**src/hw/rtl/itoa_pkg.sv**
```systemverilog
`timescale 1ns / 1ps
// ----------------------------------------------------------------------------
// itoa_pkg: shared definitions of the integer to ASCII radix unit
// Word width, field widths, character codes and the digit to character map.
// ----------------------------------------------------------------------------
package itoa_pkg;

    localparam int WORD_BITS  = 32;
    localparam int RADIX_W    = 8;
    localparam int DIGIT_W    = 6;
    localparam int CHAR_W     = 7;
    localparam int CNT_W      = $clog2(WORD_BITS + 1);
    localparam int BIT_W      = $clog2(WORD_BITS);
    localparam int IN_TDATA_W = ((WORD_BITS + RADIX_W + 7) / 8) * 8;
    localparam int OUT_TDATA_W = ((CHAR_W + 7) / 8) * 8;

    localparam logic [CHAR_W-1:0] CH_ZERO  = 7'h30;
    localparam logic [CHAR_W-1:0] CH_A     = 7'h61;
    localparam logic [CHAR_W-1:0] CH_X     = 7'h78;
    localparam logic [CHAR_W-1:0] CH_B     = 7'h62;
    localparam logic [CHAR_W-1:0] CH_MINUS = 7'h2d;
    localparam logic [CHAR_W-1:0] CH_NONE  = 7'h00;

    localparam logic [RADIX_W-1:0] RADIX_MIN = 8'd2;
    localparam logic [RADIX_W-1:0] RADIX_MAX = 8'd36;
    localparam logic [RADIX_W-1:0] RADIX_BIN = 8'd2;
    localparam logic [RADIX_W-1:0] RADIX_OCT = 8'd8;
    localparam logic [RADIX_W-1:0] RADIX_DEC = 8'd10;
    localparam logic [RADIX_W-1:0] RADIX_HEX = 8'd16;

    // Maps a digit value 0..35 to '0'..'9' or 'a'..'z'.
    function automatic logic [CHAR_W-1:0] digit_char(input logic [DIGIT_W-1:0] d);
        logic [CHAR_W-1:0] w_d;
        w_d = {1'b0, d};
        if (d < 6'd10) begin
            digit_char = CH_ZERO + w_d;
        end else begin
            digit_char = CH_A + w_d - 7'd10;
        end
    endfunction

endpackage

```
**src/hw/rtl/integer_to_ascii_radix_unit.sv**
```systemverilog
`timescale 1ns / 1ps
// ----------------------------------------------------------------------------
// integer_to_ascii_radix_unit: integer to ASCII text in radix 2..36
// Bit-serial division extracts digits into a shift-register stack, which is
// then unloaded most significant digit first behind any sign and prefix.
// ----------------------------------------------------------------------------
// Each input word carries a 32-bit value and an 8-bit radix; the unit answers
// with the text of the value as a run of output words, one ASCII character per
// word, most significant character first, with tlast on the final character.
// Radix 10 reads the value as signed and puts '-' first when it is negative;
// every other radix converts the unsigned pattern, radix 16 led by "0x", radix
// 8 by "0" and radix 2 by "0b". A zero value in a valid radix gives '0' alone.
// A radix outside 2..36 gives a single word with tuser (error) set, character
// zero and tlast set. One value is converted at a time: the input is ready
// only while the unit is idle, though the last character may still be waiting
// in the output register. Division extracts one digit per full word pass,
// because the divider is a restoring divider that retires one quotient bit
// per cycle; then the sign and prefix slots are stepped through in turn and
// the digits are emitted as the output side takes them. A bad radix skips
// division and goes straight to the error word.
module integer_to_ascii_radix_unit (
    input  logic                                i_clk,
    input  logic                                i_rst_n,
    input  logic                                i_s_axis_tvalid,
    output logic                                o_s_axis_tready,
    // Fields from bit 0 up: value (32 bits, signed in radix 10), radix (8 bits).
    input  logic [itoa_pkg::IN_TDATA_W-1:0]     i_s_axis_tdata,
    output logic                                o_m_axis_tvalid,
    input  logic                                i_m_axis_tready,
    // Fields from bit 0 up: char_code (7 bits), one zero pad bit.
    output logic [itoa_pkg::OUT_TDATA_W-1:0]    o_m_axis_tdata,
    output logic                                o_m_axis_tlast,
    // Fields from bit 0 up: error (1 bit).
    output logic [0:0]                          o_m_axis_tuser
);

    localparam int W  = itoa_pkg::WORD_BITS;
    localparam int CW = itoa_pkg::CNT_W;
    localparam int BW = itoa_pkg::BIT_W;
    localparam int DW = itoa_pkg::DIGIT_W;
    localparam int RW = itoa_pkg::RADIX_W;
    localparam int KW = itoa_pkg::CHAR_W;

    localparam logic [2:0] ST_IDLE = 3'd0;
    localparam logic [2:0] ST_DIV  = 3'd1;
    localparam logic [2:0] ST_PRE  = 3'd2;
    localparam logic [2:0] ST_DIG  = 3'd3;
    localparam logic [2:0] ST_ERR  = 3'd4;

    localparam logic [1:0] STEP_SIGN = 2'd0;
    localparam logic [1:0] STEP_P0   = 2'd1;
    localparam logic [1:0] STEP_P1   = 2'd2;

    logic [2:0]          r_state, n_state;
    logic [W-1:0]        r_quot, n_quot;
    logic [DW-1:0]       r_rem, n_rem;
    logic [DW-1:0]       r_radix, n_radix;
    logic [BW-1:0]       r_bit, n_bit;
    logic [CW-1:0]       r_cnt, n_cnt;
    logic [DW-1:0]       r_stack [W];
    logic [DW-1:0]       n_stack [W];
    logic                r_neg, n_neg;
    logic                r_pfx0, n_pfx0;
    logic                r_pfx1, n_pfx1;
    logic [KW-1:0]       r_pfx1_char, n_pfx1_char;
    logic [1:0]          r_step, n_step;
    logic                r_out_valid, n_out_valid;
    logic [KW-1:0]       r_out_char, n_out_char;
    logic                r_out_last, n_out_last;
    logic                r_out_err, n_out_err;

    logic                w_accept;
    logic                w_slot;
    logic [W-1:0]        w_value;
    logic [RW-1:0]       w_radix;
    logic                w_bad;
    logic                w_in_neg;
    logic [W-1:0]        w_mag;
    logic [DW:0]         w_trial;
    logic                w_ge;
    logic [DW:0]         w_diff;
    logic [DW-1:0]       w_rem_next;
    logic [W-1:0]        w_quot_next;
    logic [CW-1:0]       w_cnt_inc;
    logic                w_emit;
    logic [KW-1:0]       w_emit_char;

    assign w_value  = i_s_axis_tdata[W-1:0];
    assign w_radix  = i_s_axis_tdata[W+RW-1:W];
    assign w_accept = i_s_axis_tvalid && o_s_axis_tready;
    // The output register takes a new character when empty or being drained.
    assign w_slot   = !r_out_valid || i_m_axis_tready;

    assign w_bad    = (w_radix < itoa_pkg::RADIX_MIN) || (w_radix > itoa_pkg::RADIX_MAX);
    assign w_in_neg = (w_radix == itoa_pkg::RADIX_DEC) && w_value[W-1];
    assign w_mag    = w_in_neg ? (~w_value + {{(W-1){1'b0}}, 1'b1}) : w_value;

    // One restoring division step: shift in the next dividend bit and try
    // to subtract the radix from the partial remainder.
    assign w_trial     = {r_rem, r_quot[W-1]};
    assign w_ge        = w_trial >= {1'b0, r_radix};
    assign w_diff      = w_trial - {1'b0, r_radix};
    assign w_rem_next  = w_ge ? w_diff[DW-1:0] : w_trial[DW-1:0];
    assign w_quot_next = {r_quot[W-2:0], w_ge};
    assign w_cnt_inc   = r_cnt + {{(CW-1){1'b0}}, 1'b1};

    // Which prefix slot speaks in the current step, and with what.
    always_comb begin
        w_emit      = 1'b0;
        w_emit_char = itoa_pkg::CH_NONE;
        case (r_step)
            STEP_SIGN: begin
                w_emit      = r_neg;
                w_emit_char = itoa_pkg::CH_MINUS;
            end
            STEP_P0: begin
                w_emit      = r_pfx0;
                w_emit_char = itoa_pkg::CH_ZERO;
            end
            STEP_P1: begin
                w_emit      = r_pfx1;
                w_emit_char = r_pfx1_char;
            end
            default: begin
                w_emit      = 1'b0;
                w_emit_char = itoa_pkg::CH_NONE;
            end
        endcase
    end

    always_comb begin
        n_state     = r_state;
        n_quot      = r_quot;
        n_rem       = r_rem;
        n_radix     = r_radix;
        n_bit       = r_bit;
        n_cnt       = r_cnt;
        n_stack     = r_stack;
        n_neg       = r_neg;
        n_pfx0      = r_pfx0;
        n_pfx1      = r_pfx1;
        n_pfx1_char = r_pfx1_char;
        n_step      = r_step;
        n_out_valid = r_out_valid && !i_m_axis_tready;
        n_out_char  = r_out_char;
        n_out_last  = r_out_last;
        n_out_err   = r_out_err;

        case (r_state)
            ST_IDLE: begin
                if (w_accept) begin
                    n_radix = w_radix[DW-1:0];
                    n_quot  = w_mag;
                    n_rem   = '0;
                    n_bit   = BW'(W - 1);
                    n_step  = STEP_SIGN;
                    if (w_bad) begin
                        n_state = ST_ERR;
                    end else if (w_mag == '0) begin
                        // Zero is a lone '0' digit with no sign or prefix.
                        n_stack[0] = '0;
                        n_cnt      = {{(CW-1){1'b0}}, 1'b1};
                        n_neg      = 1'b0;
                        n_pfx0     = 1'b0;
                        n_pfx1     = 1'b0;
                        n_state    = ST_PRE;
                    end else begin
                        n_cnt       = '0;
                        n_neg       = w_in_neg;
                        n_pfx0      = (w_radix == itoa_pkg::RADIX_HEX) ||
                                      (w_radix == itoa_pkg::RADIX_OCT) ||
                                      (w_radix == itoa_pkg::RADIX_BIN);
                        n_pfx1      = (w_radix == itoa_pkg::RADIX_HEX) ||
                                      (w_radix == itoa_pkg::RADIX_BIN);
                        n_pfx1_char = (w_radix == itoa_pkg::RADIX_HEX) ?
                                      itoa_pkg::CH_X : itoa_pkg::CH_B;
                        n_state     = ST_DIV;
                    end
                end
            end
            ST_DIV: begin
                n_quot = w_quot_next;
                if (r_bit == '0) begin
                    // Word pass done: the remainder is the next digit, pushed
                    // onto the stack so that it unloads last-in first-out.
                    for (int k = W - 1; k > 0; k--) begin
                        n_stack[k] = r_stack[k-1];
                    end
                    n_stack[0] = w_rem_next;
                    n_cnt      = w_cnt_inc;
                    n_rem      = '0;
                    n_bit      = BW'(W - 1);
                    if ((w_quot_next == '0) || (w_cnt_inc == CW'(W))) begin
                        n_state = ST_PRE;
                    end
                end else begin
                    n_rem = w_rem_next;
                    n_bit = r_bit - {{(BW-1){1'b0}}, 1'b1};
                end
            end
            ST_PRE: begin
                if (!w_emit || w_slot) begin
                    if (w_emit) begin
                        n_out_valid = 1'b1;
                        n_out_char  = w_emit_char;
                        n_out_last  = 1'b0;
                        n_out_err   = 1'b0;
                    end
                    if (r_step == STEP_P1) begin
                        n_state = ST_DIG;
                    end else begin
                        n_step = r_step + 2'd1;
                    end
                end
            end
            ST_DIG: begin
                if (w_slot) begin
                    n_out_valid = 1'b1;
                    n_out_char  = itoa_pkg::digit_char(r_stack[0]);
                    n_out_last  = (r_cnt == {{(CW-1){1'b0}}, 1'b1});
                    n_out_err   = 1'b0;
                    for (int k = 0; k < W - 1; k++) begin
                        n_stack[k] = r_stack[k+1];
                    end
                    n_cnt = r_cnt - {{(CW-1){1'b0}}, 1'b1};
                    if (r_cnt == {{(CW-1){1'b0}}, 1'b1}) begin
                        n_state = ST_IDLE;
                    end
                end
            end
            ST_ERR: begin
                if (w_slot) begin
                    n_out_valid = 1'b1;
                    n_out_char  = itoa_pkg::CH_NONE;
                    n_out_last  = 1'b1;
                    n_out_err   = 1'b1;
                    n_state     = ST_IDLE;
                end
            end
            default: begin
                n_state = ST_IDLE;
            end
        endcase
    end

    always_ff @(posedge i_clk) begin
        if (!i_rst_n) begin
            r_state     <= ST_IDLE;
            r_cnt       <= '0;
            r_bit       <= '0;
            r_step      <= STEP_SIGN;
            r_out_valid <= 1'b0;
            r_neg       <= 1'b0;
            r_quot      <= '0;
        end else begin
            r_state     <= n_state;
            r_cnt       <= n_cnt;
            r_bit       <= n_bit;
            r_step      <= n_step;
            r_out_valid <= n_out_valid;
            r_neg       <= n_neg;
            r_quot      <= n_quot;
        end
    end

    always_ff @(posedge i_clk) begin
        r_rem       <= n_rem;
        r_radix     <= n_radix;
        r_stack     <= n_stack;
        r_pfx0      <= n_pfx0;
        r_pfx1      <= n_pfx1;
        r_pfx1_char <= n_pfx1_char;
        r_out_char  <= n_out_char;
        r_out_last  <= n_out_last;
        r_out_err   <= n_out_err;
    end

    assign o_s_axis_tready = (r_state == ST_IDLE);
    assign o_m_axis_tvalid = r_out_valid;
    assign o_m_axis_tdata  = {{(itoa_pkg::OUT_TDATA_W - KW){1'b0}}, r_out_char};
    assign o_m_axis_tlast  = r_out_last;
    assign o_m_axis_tuser  = r_out_err;

`ifndef SYNTHESIS
    // The digit count never exceeds the width of the stack.
    a_cnt_range: assert property (@(posedge i_clk) disable iff (!i_rst_n)
        r_cnt <= CW'(W))
        else $error("digit count beyond stack depth");

    // Unloading digits always has at least one digit left.
    a_dig_nonempty: assert property (@(posedge i_clk) disable iff (!i_rst_n)
        (r_state == ST_DIG) |-> (r_cnt != '0))
        else $error("digit unload with empty stack");

    // The partial remainder stays below the radix during division.
    a_rem_range: assert property (@(posedge i_clk) disable iff (!i_rst_n)
        (r_state == ST_DIV) |-> (r_rem < r_radix))
        else $error("division remainder out of range");

    // An error word is a lone zero character that ends its run.
    a_err_word: assert property (@(posedge i_clk) disable iff (!i_rst_n)
        (o_m_axis_tvalid && o_m_axis_tuser[0]) |->
        (o_m_axis_tlast && (o_m_axis_tdata == '0)))
        else $error("malformed error word");

    // An accepted word always starts work, so the input closes next cycle.
    a_accept_busy: assert property (@(posedge i_clk) disable iff (!i_rst_n)
        w_accept |=> !o_s_axis_tready)
        else $error("input still ready after accept");
`endif

endmodule

```
**config.mk**
```make
export PLATFORM = sky130hd
export DESIGN_NAME = integer_to_ascii_radix_unit
export DESIGN_NICKNAME = d
export VERILOG_FILES = /design/src/hw/rtl/itoa_pkg.sv /design/src/hw/rtl/integer_to_ascii_radix_unit.sv
export SDC_FILE = /design/constraint.sdc
export NUM_CORES = 1
export LEC_CHECK = 0
export BUFFER_PORTS_ARGS = -buffer_cell sky130_fd_sc_hd__clkbuf_2
export CORE_MARGIN = 8
export CORE_UTILIZATION = 60
export DETAILED_ROUTE_END_ITERATION = 8
export PLACE_DENSITY = 0.76
export SYNTH_ARGS = -nofsm -noshare
export SYNTH_HDL_FRONTEND = slang
export SYNTH_SLANG_ARGS = --single-unit
```
**constraint.sdc**
```tcl
create_clock -name i_clk -period 14.05 [get_ports i_clk]
set_clock_uncertainty 0.05 [all_clocks]
set_input_delay 3.5125 -clock i_clk [delete_from_list [all_inputs] [get_ports i_clk]]
set_output_delay 3.5125 -clock i_clk [all_outputs]
set_load 0.01 [all_outputs]
```
# After elaboration in Yosys (flattened, before gate mapping)
# Index checks and enable logic that the tools add are counted.
dict set report totals {
  register_bits 272
  latchBits 0
  ramBits 0
  romBits 0
  inputBits 44
  out_inout_bits 12
  wordCells 181
  mem_count 0
}
dict set report classes {
  n_addsub 9
  mul 0
  div 0
  n_lt_le_gt_ge 4
  eq_ne 24
  n_shift 0
  muxes 59
  bitwise_logic 3
  reduce_logical 35
}
# op n
set op_table {}
lappend op_table {{$pmux 180 s2} 1}
lappend op_table {{$mux 192} 1}
lappend op_table {{$mux 186} 1}
lappend op_table {{$logic_not 32->1} 2}
lappend op_table {{$mux 32} 2}
lappend op_table {{$pmux 32 s2} 1}
lappend op_table {{$mux 6} 10}
lappend op_table {{$pmux 7 s3} 2}
lappend op_table {{$pmux 6 s3} 2}
lappend op_table {{$mux 7} 5}
lappend op_table {{$add 32x1->32 const B} 1}
lappend op_table {{$not 32->32} 1}
lappend op_table {{$mux 3} 9}
lappend op_table {{$ne 2x2->1 const B} 10}
lappend op_table {{$eq 8x4->1 const B} 2}
lappend op_table {{$mux 5} 3}
lappend op_table {{$pmux 3 s5} 1}
lappend op_table {{$pmux 6 s2} 1}
lappend op_table {{$mux 1} 10}
lappend op_table {{$pmux 5 s2} 1}
lappend op_table {{$reduce_and 5->1} 2}
lappend op_table {{$pmux 1 s3} 3}
lappend op_table {{$eq 8x2->1 const B} 1}
lappend op_table {{$eq 8x5->1 const B} 1}
lappend op_table {{38 further kinds} 61}

# Longest topological paths before layout
dict set report depth {
  ltp_word 8
  mapped_depth 10
  depth_no_buf 10
}

# Worst setup path after synthesis
# No wires, ideal clock.
dict set report synth_timing {
  path_type {in2reg}
  startpoint {input port i_m_axis_tready}
  endpoint {register r_stack[100] (netlist name) (enable)}
  setup_time_ns 0.533
  arrival_ns 7.491
  t_required_ns 13.467
  path_slack_ns 5.975
  stages 5
  n_path_buf 0
  path_cell_list {nand2b_1 -> nand2_1 -> o21ai_0 -> nand2_1 -> inv_1}
}
dict set report synth_via {
  elab_chain_len 3
}
# item line
set synth_rtl {}
lappend synth_rtl {{start, declared} integer_to_ascii_radix_unit.sv:29} ;# input logic i_m_axis_tready,
lappend synth_rtl {{$logic_or 1x1->1} integer_to_ascii_radix_unit.sv:92} ;# assign w_slot = !r_out_valid || i_m_axis_tready;
lappend synth_rtl {{$ne 2x2->1 (no line)} --}
lappend synth_rtl {{$reduce_and 3->1 (no line)} --}
lappend synth_rtl {{end signal, assigned} integer_to_ascii_radix_unit.sv:269} ;# r_stack <= n_stack;
lappend synth_rtl {{end, declared} integer_to_ascii_radix_unit.sv:60} ;# logic [DW-1:0] r_stack [W];
# Every way passes these cells.
# A chain may end at the register's enable or synchronous reset.

# Worst setup path after layout
dict set report layout_timing {
  startpoint {input port i_s_axis_tdata[0] (netlist name)}
  endpoint {register r_stack[191] (netlist name) (enable)}
}
dict set report layout_via {
  elab_chain_len 6
}
# item line
set layout_rtl {}
lappend layout_rtl {{start, declared} integer_to_ascii_radix_unit.sv:27} ;# input logic [itoa_pkg::IN_TDATA_W-1:0] i_s_axis_tdata,
lappend layout_rtl {{$not 32->32} integer_to_ascii_radix_unit.sv:96} ;# assign w_mag = w_in_neg ? (~w_value + {{(W-1){1'b0}}, 1'b1}) : w_value;
lappend layout_rtl {{$add 32x1->32} integer_to_ascii_radix_unit.sv:96}
lappend layout_rtl {{$mux 32 (*)} integer_to_ascii_radix_unit.sv:96}
lappend layout_rtl {{$logic_not 32->1 (*)} integer_to_ascii_radix_unit.sv:159} ;# end else if (w_mag == '0) begin
lappend layout_rtl {{$ne 2x1->1 (no line) (*)} --}
lappend layout_rtl {{$reduce_and 6->1 (no line) (*)} --}
# Every way passes the cells marked *; elsewhere a longest branch is shown, timed or not.

==> metrics.csv <==
metric,value,unit
outcome,"complete, no violations",
RSZ-0062 raised after global routing,no,
Final WS setup,7526,ps
Cells after DPL,1317,
crit path launch,i_s_axis_tdata[0],
Synthesis Warnings,0,
Post-Syn Area,0.01273,mm^2
top-area cell type share of the netlist area,51.18,%
cts hold-fix bufs,0,
Syn-to-layout area delta,10.29,%
H-Tree Depth,1,
pin count of the biggest net entering global routing,120,
relative slew slack,26.99,%
largest cells by area after synthesis,"edfxtp_1 51%, a22o_1 12%, dfxtp_1 7.9%",
Clk pwr share,26.6,%
DRT antenna net count,0,
WP depth,11,
"Net Count, Synth",1111,
CTS Sinks,267,
type of origin of the critical path,input pin,
Post-Route WL,25.90,mm
GPL Wtd Cong,0.9039,
# Post-CTS Setup Buffers,0,
worst setup path category,input pin to flop,
Final min period,6524,ps
r2r startpoint,r_bit[0],
post-DR vias/cell,6.399,
IO buf count,54,
CP bufs+invs,2,
post-CTS resize count,0,
drt pass-1 iters,5,
Syn Area/Cell,12.16,um^2
die area,0.02614,mm^2
crit path to,r_stack[191],
Iteration-0 DRC Markers,759,
chip width,161.7,um
"most common cell after layout, fill and taps aside",edfxtp_1,
r2r setup slk,10270,ps
Leak,0.005016,uW
"Primary FF master, synth",edfxtp_1,
antenna diode count,0,
Die Height,161.7,um
initial antenna violation count,0,
Seq pwr share,44.1,%
Final Max Tran Viols,0,
DRC Markers,0,
NumNets Final,1136,
crit-path most repeated cell,nor4_1,
setup TNS,0,ps
Core Area,0.02096,mm^2
"Power, Total",2715,uW
Worst Setup End Kind,flop,
Switching Share,32.55,%
maxcap violations,0,
Num CTS Buffers,28,
pwr dens,193.4,mW/mm^2
Logic pwr share,29.3,%
Min-Delay Path Class,flop to flop,
count of non-filler cells in the finished layout,1367,
Int Pwr,1832,uW
final worst path period share,46.44,%
row count,53,
GRT Overall Usage,19.38,%
final core occ,67.01,%
Reg2Reg Depth,7,
crit path cell chain,"clkbuf_2, inv_1, ha_1, nand2b_1, nor4_1, nor3_1, nor4_1, o2111ai_2, nor4_2, nand3_1, a21oi_1",
Top-Level Pins,56,
switching pwr,883.8,uW
Syn Inst Count,1047,
CP max-delay cell,a21oi_1,
vias,8747,
layout cells sized above 1,12.45,%
"Data required, critical path",14170,ps
TritonCTS clock tree,yes,
grt total ovfl,0,
number of synthesized flops with an enable pin,217,
Top delay family on crit path,simple AND/OR/NAND/NOR gates,
Max IR drop VDD,0.1149,mV
Least-Margin Pin Slew,1095,ps
#FFs+latches synth,267,
WL/cell,18.95,um
CTS Buffer Depth,3,
vias in the first global route,8330,
dpl hpwl,16.13,mm
first-pass GRT wire length,42.48,mm
distinct cell type count after synthesis,80,
RR Endpoint,r_stack[129],
arrival time worst endpoint,6650,ps
Critical Path Max Stage Delay,550,ps
Post-synth ARST share,0,%
Hold Path Depth,0,
# setup viols final,0,
"Reg clk slew, reported paths",60,ps
post-synthesis sequential area ratio,59.04,%
Root Driver,clkbuf_16,
"commonest cells after routing, fill and taps aside","217 x edfxtp_1, 181 x a22o_1, 84 x nor2_1",
fmax,0.1533,GHz
Hold Fails Final Rpt,0,
clk_lat worst skew,550,ps
Initial Util,60.76,%
CP max FO,8,
"worst slack, placed",7003,ps
cell accounting for the most synthesized area,edfxtp_1,
-- cell usage after synthesis, drive strengths merged, types with 12 or more instances --
cell type	count
edfxtp	217
a22o	181
nor2	86
clkbuf	60
nand2	56
dfxtp	50
a21oi	38
o21ai	34
inv	33
nor3	21
xnor2	21
ha	19
nor4	19
a221oi	18
xor2	18
a22oi	16
nand3	16
nand4	12
-- worst register-to-register path: stages (launching register included) --
cell,delay [ps]
dfxtp_1,340
inv_1,60
ha_1,180
or4b_1,590
o21ai_0,260
nand2_1,240
inv_6,780
buf_4,860
-- per-stage QoR --
step                area, um^2  hold WS (ps)
finish                   14040         410.7
global route             14040         425.3
CTS                      14040         410.4
detailed placement       13140         396.2
global placement         13140         391.9
floorplan                12730         376.8
-- worst min-delay path by stage --
stage / from / to
3_5_place_dp: r_stack[6] / r_stack[0]
4_1_cts: r_stack[6] / r_stack[0]
3_3_place_gp: r_stack[10] / r_stack[4]
2_1_floorplan: r_stack[6] / r_stack[0]
6_report: r_stack[6] / r_stack[0]
5_1_grt: r_stack[6] / r_stack[0]
-- cell type report --
| cell class | count | area, um^2 |
|---|---|---|
| clock buffer | 34 | 723.2 |
| clock inverter | 16 | 175.2 |
| fill | 1587 | 6913 |
| inverter | 34 | 132.6 |
| multi-input combinational | 677 | 4805 |
| sequential | 267 | 7517 |
| tap | 275 | 344.1 |
| timing repair buffer | 64 | 345.3 |
-- power by group through the flow --
| stage | registers [uW] | logic, uW | clock network, uW |
|---|---|---|---|
| 3_3_place_gp | 1210 | 771 | 0 |
| 6_report | 1200 | 797 | 721 |
| 5_1_grt | 1210 | 887 | 762 |
| 4_1_cts | 1200 | 799 | 732 |
| 2_1_floorplan | 1200 | 615 | 0 |
| 3_5_place_dp | 1210 | 789 | 0 |
-- sequential cells by signal, summed over array words and instances (netlist names) --
signal           flops
r_stack            192
r_quot              32
r_out_char           7
r_cnt                6
r_radix              6
r_rem                6
r_bit                5
r_state              3
r_pfx1_char          2
r_step               2
o_m_axis_tlast       1
o_m_axis_tuser       1
o_m_axis_tvalid      1
r_neg                1
r_pfx0               1
r_pfx1               1
-- cells by family after synthesis --
| group | count (synthesis) | synth area share [%] |
|---|---|---|
| AOI/OAI and AO/OA | 347 | 21.34 |
| xor gates and xnor gates | 39 | 2.742 |
| adders and majority gates | 20 | 2.024 |
| buffers and inverters | 103 | 3.361 |
| DFF | 267 | 59.04 |
| muxes | 8 | 0.6388 |
| other | 1 | 0.02945 |
| and+or+nand+nor | 262 | 10.82 |
-- routing by layer --
layer	global-route usage [%]	up-vias	routed length, um
met1	28.25	4286	12480
li1	-	4184	-
met4	5.093	0	446
met2	29.85	242	11760
met5	0	-	0
met3	3.037	35	1211
Note: power is estimated with default switching activity, not from simulation.
